--- src/design/arpc_pkg.sv ---
// ----------------------------------------------------------------------------
// ARP cache package
// Shared types, sizes and codes for the ARP cache table and its cells.
// ----------------------------------------------------------------------------
package arpc_pkg;

    // Number of slots in the table; every slot is one cell of the ring.
    localparam int TABLE_ENTRIES = 64;
    localparam int SLOT_W        = $clog2(TABLE_ENTRIES);

    localparam int IP_W          = 32;
    localparam int MAC_W         = 48;
    localparam int TIME_W        = 32;
    localparam int TIMEOUT_W     = 16;
    localparam int SLOT_OUT_W    = 6;
    localparam int COUNT_W       = 7;

    localparam logic [COUNT_W-1:0]   COUNT_MAX     = '1;
    localparam logic [TIMEOUT_W-1:0] TIMEOUT_RESET = 16'd15;

    typedef enum logic [1:0] {
        OP_LOOKUP = 2'd0,
        OP_INSERT = 2'd1,
        OP_TICK   = 2'd2,
        OP_NONE   = 2'd3
    } op_t;

    typedef enum logic [1:0] {
        ST_IDLE,
        ST_SCAN,
        ST_DONE
    } state_t;

    // One table slot as it travels round the ring.
    typedef struct packed {
        logic              valid;
        logic [IP_W-1:0]   ip;
        logic [MAC_W-1:0]  mac;
        logic [TIME_W-1:0] added;
    } entry_t;

    // Result of one operation, handed from the sequencer to the ports.
    typedef struct packed {
        logic                  done;
        logic                  hit;
        logic [MAC_W-1:0]      found_mac;
        logic                  stored;
        logic [SLOT_OUT_W-1:0] slot_index;
        logic [COUNT_W-1:0]    expired_count;
    } result_t;

endpackage

--- src/design/arpc_ctrl.sv ---
// ----------------------------------------------------------------------------
// ARP cache sequencer
// Turns the ring once per operation and works on the slot at its head.
// ----------------------------------------------------------------------------
module arpc_ctrl
    import arpc_pkg::*;
(
    input  logic                 clk,
    input  logic                 rst_n,
    input  logic                 start,
    input  logic [1:0]           operation,
    input  logic [IP_W-1:0]      ip_addr,
    input  logic [MAC_W-1:0]     mac_addr,
    input  logic [TIMEOUT_W-1:0] entry_timeout,
    input  entry_t               head,
    output entry_t               tail,
    output logic                 shift_en,
    output logic                 busy,
    output result_t              result
);

    state_t               state_reg, state_next;
    logic [SLOT_W-1:0]    step_reg, step_next;
    op_t                  op_reg, op_next;
    logic [IP_W-1:0]      ip_reg, ip_next;
    logic [MAC_W-1:0]     mac_reg, mac_next;
    logic [TIME_W-1:0]    seconds_reg, seconds_next;
    logic                 hit_reg, hit_next;
    logic [MAC_W-1:0]     found_reg, found_next;
    logic                 stored_reg, stored_next;
    logic [SLOT_W-1:0]    where_reg, where_next;
    logic [COUNT_W-1:0]   count_reg, count_next;

    logic [TIME_W-1:0]    age;
    logic                 last_step;

    assign age       = seconds_reg - head.added;
    assign last_step = (step_reg == SLOT_W'(TABLE_ENTRIES - 1));

    // Next state
    always_comb
    begin
        state_next = state_reg;
        case (state_reg)
            ST_IDLE:
            begin
                if (start)
                begin
                    state_next = ST_SCAN;
                end
            end
            ST_SCAN:
            begin
                if (last_step)
                begin
                    state_next = ST_DONE;
                end
            end
            ST_DONE:
            begin
                state_next = ST_IDLE;
            end
            default:
            begin
                state_next = ST_IDLE;
            end
        endcase
    end

    // State outputs
    always_comb
    begin
        busy     = 1'b1;
        shift_en = 1'b0;
        case (state_reg)
            ST_IDLE:
            begin
                busy = 1'b0;
            end
            ST_SCAN:
            begin
                shift_en = 1'b1;
            end
            ST_DONE:
            begin
                busy = 1'b1;
            end
            default:
            begin
                busy = 1'b1;
            end
        endcase
    end

    // Datapath: capture the beat, then inspect one slot per cycle
    always_comb
    begin
        step_next    = step_reg;
        op_next      = op_reg;
        ip_next      = ip_reg;
        mac_next     = mac_reg;
        seconds_next = seconds_reg;
        hit_next     = hit_reg;
        found_next   = found_reg;
        stored_next  = stored_reg;
        where_next   = where_reg;
        count_next   = count_reg;
        tail         = head;

        if (state_reg == ST_IDLE && start)
        begin
            op_next     = op_t'(operation);
            ip_next     = ip_addr;
            mac_next    = mac_addr;
            step_next   = '0;
            hit_next    = 1'b0;
            found_next  = '0;
            stored_next = 1'b0;
            where_next  = '0;
            count_next  = '0;
            if (op_t'(operation) == OP_TICK)
            begin
                seconds_next = seconds_reg + 1'b1;
            end
        end
        else if (state_reg == ST_SCAN)
        begin
            step_next = step_reg + 1'b1;
            case (op_reg)
                OP_LOOKUP:
                begin
                    // later slots overwrite earlier matches
                    if (head.valid && head.ip == ip_reg)
                    begin
                        hit_next   = 1'b1;
                        found_next = head.mac;
                        where_next = step_reg;
                    end
                end
                OP_INSERT:
                begin
                    // first free slot only
                    if (!stored_reg && !head.valid)
                    begin
                        tail        = '{valid: 1'b1, ip: ip_reg, mac: mac_reg,
                                        added: seconds_reg};
                        stored_next = 1'b1;
                        where_next  = step_reg;
                    end
                end
                OP_TICK:
                begin
                    if (head.valid && age > TIME_W'(entry_timeout))
                    begin
                        tail.valid = 1'b0;
                        if (count_reg != COUNT_MAX)
                        begin
                            count_next = count_reg + 1'b1;
                        end
                    end
                end
                OP_NONE:
                begin
                    tail = head;
                end
                default:
                begin
                    tail = head;
                end
            endcase
        end
    end

    always_ff @(posedge clk or negedge rst_n)
    begin
        if (!rst_n)
        begin
            state_reg   <= ST_IDLE;
            seconds_reg <= '0;
        end
        else
        begin
            state_reg   <= state_next;
            seconds_reg <= seconds_next;
        end
    end

    always_ff @(posedge clk)
    begin
        step_reg   <= step_next;
        op_reg     <= op_next;
        ip_reg     <= ip_next;
        mac_reg    <= mac_next;
        hit_reg    <= hit_next;
        found_reg  <= found_next;
        stored_reg <= stored_next;
        where_reg  <= where_next;
        count_reg  <= count_next;
    end

    assign result = '{done:          (state_reg == ST_DONE),
                      hit:           hit_reg,
                      found_mac:     found_reg,
                      stored:        stored_reg,
                      slot_index:    SLOT_OUT_W'(where_reg),
                      expired_count: count_reg};

endmodule

--- config.mk ---
export PLATFORM = sky130hd
export DESIGN_NAME = arpc_ctrl
export DESIGN_NICKNAME = d
export VERILOG_FILES = /design/src/design/arpc_pkg.sv /design/src/design/arpc_ctrl.sv
export SDC_FILE = /design/constraint.sdc
export NUM_CORES = 1
export LEC_CHECK = 0
export BUFFER_PORTS_ARGS = -buffer_cell sky130_fd_sc_hd__buf_2
export CORE_MARGIN = 5
export CORE_UTILIZATION = 51
export DETAILED_ROUTE_END_ITERATION = 10
export GPL_TIMING_DRIVEN = 0
export PLACE_DENSITY = 0.87
export SETUP_SLACK_MARGIN = 0.1
export SLEW_MARGIN = 15
export SYNTH_ARGS = -nofsm -noshare
export SYNTH_HDL_FRONTEND = slang
export SYNTH_SLANG_ARGS = --single-unit
--- constraint.sdc ---
create_clock -name clk -period 5.4 [get_ports clk]
set_clock_uncertainty 0.1 [all_clocks]
set_input_delay 0.27 -clock clk [delete_from_list [all_inputs] [get_ports clk]]
set_output_delay 0.27 -clock clk [all_outputs]
set_load 0.01 [all_outputs]
==> summary.txt <==
Run status
  – Status: finished, final reports clean

Timing
  – Rel. slew slack: 41.8%
  – Fin worst setup slack: 0.0429 ns
  – Fin. max-slew vios: 0
  – Max Freq: 187 MHz
  – Setup TNS: 0 ns
  – Worst-margin pin slew: 0.873 ns
  – Final Hold Fails: 0
  – Hold_ws: 0.0238 ns
  – Setup violators final: 0
  – Final period demand of the worst path: 5.36 ns
  – Period utilization: 99.2%
  – Setup repair after global routing missed its margin: yes

Worst setup path
  – Slowest stage delay, CP: 0.58 ns
  – Crit-path leading delay family: simple AND/OR/NAND/NOR gates
  – CP Launch Type: register
  – Reg2reg path depth: 22
  – Buf/Inv on CP: 2
  – CP Class: register to primary output
  – CP Cell Sequence: ha_1 -> nor2b_4 -> o2111ai_4 -> nand2_2 -> and2_4 -> o21ai_2 -> nand2b_1 -> a21o_1 -> a21oi_2 -> xnor2_1 -> ha_1 -> nand4_1 -> or4_4 -> o22ai_4 -> o221a_2 -> nand4_1 -> nor4_2 -> and4_4 -> buf_8 -> a211oi_2 -> nor2_1 -> buf_2
  – Instance count on the critical path: 22
  – Worst-path fanout max: 2
  – Critical Path Sink Type: primary output
  – WP data required: 5.03 ns
  – Critical Path AT: 4.99 ns
  – CP max-delay cell: or4_4

Power and ir drop
  – VDD IR-drop max: 0.210 mV
  – P_leak: 7.30 nW
  – Overall power: 4.28 mW
  – Power per Cell Area: 283 nW/um^2

Clock network
  – Maximum clock path buffer count: 2
  – CTS clk-pin slew, worst paths: 0.09 ns
  – Clk Latency, worst-skew pair: 0.43 ns
  – Clock Sinks: 185
  – CTS Root Cell: clkbuf_16
  – CTS tree: done
  – H-tree depth: 4
  – CTS Buf Count: 17

Place
  – DP HPWL: 27200 um
  – Placer Congestion: 0.906
  – IO buf count: 392
  – Place WS: -0.169 ns

Synth
  – Syn Std Cell Area: 10700 um^2
  – Synth Area in Compound Gates: 9.13%
  – Post-Syn Instances: 1020
  – Synth Register Bits: 185
  – Warnings, synthesis: 0
  – Yosys cell types: 73
  – Area share of the largest cell type after synthesis: 23.0%
  – Async S/R FF share, synth: 18.4%
  – Synth area leaders: edfxtp_1 23%, dfxtp_1 13%, mux2_2 11%
  – Number of flops mapped to enable cells by yosys: 82
  – Ys flop type: edfxtp_1
  – Mux cell area share after synthesis: 16.9%
  – Post-Synth Adder-Cell Area: 6.37%
  – Syn Area/Cell: 10.5 um^2
  – Simple-gate share of the synthesized area: 13.0%
  – Synthesized net count: 1288
  – Xor/xnor share of the synthesized area: 6.94%
  – Post-synthesis sequential area ratio: 43.8%
  – Main combinational cell family by area after synthesis: multiplexers
  – Largest area contributor in the netlist: edfxtp_1

Drt
  – Initial drt markers: 644
  – Post-route ant nets: 0
  – Avg WL per Cell: 21.0 um
  – Post-Route WL: 39000 um
  – Post-DR vias/cell: 5.65
  – Drt pass-1 iters: 5
  – Vias: 10470
  – Drt drc: 0

Floorplanning
  – Die W: 155 um
  – CORE AREA: 20900 um^2
  – Starting Density: 51.3%
  – # IOs: 393
  – Rows: 53
  – Die area: 24000 um^2
  – Die Height: 155 um

GRT
  – Gr usage total: 31.3%
  – Global-route wire length before repair: 59300 um
  – Largest net degree at the start of global routing: 48
  – Initial antenna violation count: 1
  – Vias in the first global route: 10947
  – Overflow after GRT: 0

Layout
  – Area delta synth->final: 40.7%
  – Layout cells sized above 1: 38.7%
  – Layout fillers: 1409
  – Nets: 1832

Worst hold path
  – Hold path cells: 3
  – Worst hold-check path type: input pin to register

Run
  – Max-cap violations: 0
synthesized netlist by cell type, types with 22 or more instances:
library cell and n:
nor2_1 95, dfxtp_1 69, nand4_1 28, mux2_2 109
inv_1 61, dfrtp_1 34, mux2i_1 58, nand2_1 66
nand3_1 22, edfxtp_1 82, o21ai_0 27, clkbuf_1 26
ha_1 53, xnor2_1 66, a21oi_1 44
routing by layer:
metal  vias to the layer above  GRT usage (%)  part of all wire [%]
li1                       4748              -                     -
met1                      4992           35.2                    36
met2                       591           54.5                    50
met3                       137           6.68                   8.1
met4                         2           18.3                   6.4
met5                         -              0                 0.018
final timing paths:
check | start | slack [ns] | endpoint
hold / removal | head[56] | 0.02 | found_reg[24]
setup reg to reg | seconds_reg[1] | 0.58 | count_reg[6]
hold reg to reg | hit_reg | 0.35 | hit_reg
max in group asynchronous | rst_n | 4.26 | seconds_reg[3]
setup / recovery | seconds_reg[1] | 0.04 | tail[112]
min in group asynchronous | rst_n | 0.39 | seconds_reg[1]
final cells by class:
type | count | area (um^2) | share of cell area, %
tap | 275 | 344 | 2.28
timing repair buffer | 525 | 3260 | 21.6
buffer | 44 | 205 | 1.36
sequential | 185 | 4700 | 31.1
antenna | 1 | 2.50 | 0.0166
clock buffer | 17 | 425 | 2.82
clock inverter | 15 | 196 | 1.30
inverter | 61 | 229 | 1.52
multi-input combinational | 730 | 5730 | 38.0
placed cells by master (no fill, tap or decap), types with 22 or more instances in the layout:
cell type and instances:
edfxtp_1 82, clkbuf_1 25, dfxtp_1 69, mux2_2 109, nor2_1 95, nand4_1 28, nand2_1 65, dfrtp_1 32
ha_1 49, buf_2 400, nand3_1 22, o21ai_0 24, inv_1 61, dlygate4sd3_1 115, a21oi_1 42, xnor2_1 66
mux2i_1 58
worst reg2reg max path: stages (launching register included):
cell       delay, ns
dfrtp_1         0.41
ha_1            0.32
nor2b_4         0.15
o2111ai_4       0.21
nand2_2         0.09
and2_4          0.17
o21ai_2         0.10
nand2b_1        0.09
a21o_1          0.18
a21oi_2         0.13
xnor2_1         0.11
ha_1            0.31
nand4_1         0.12
or4_4           0.58
o22ai_4         0.23
o221a_2         0.23
nand4_1         0.10
nor4_2          0.35
and4_4          0.29
buf_8           0.10
buf_4           0.14
nand3b_1        0.12
a21oi_1         0.06
logic make-up (layout without fill, tap and decap cells):
logic type,Yosys count,in the layout
adders and majority gates,54,54
muxes,167,167
other,0,1
DFF,185,185
AOI/OAI and AO/OA,144,144
buffers and inverters,105,662
and+or+nand+nor,280,280
xor gates and xnor gates,85,85
where the power goes:
part / total (mW) / leakage (nW) / switching (mW) / internal [mW]
registers: 1.72 / 1.76 / 0.0986 / 1.62
clock network: 1.31 / 0.298 / 0.668 / 0.639
logic: 1.25 / 5.24 / 0.675 / 0.572
total: 4.28 / 7.30 / 1.44 / 2.83
stage by stage:
stage	cell area, um^2	util (%)	instances
after floorplan	10700	-	1020
after global placement	13000	62.4	1687
after detailed placement	13100	62.5	1688
after CTS	15000	71.7	1846
after global routing	15100	72.2	1852
final	15100	72.2	1853
what timing repair did:
action,4_1_cts,5_1_grt
endpoints found under the hold margin,148,0
hold buffers,115,0
resized for setup,14,18
buffers inserted,11,6
pin swaps,10,17
setup endpoints to repair,2,1
Power figures use the tool's default switching activity.
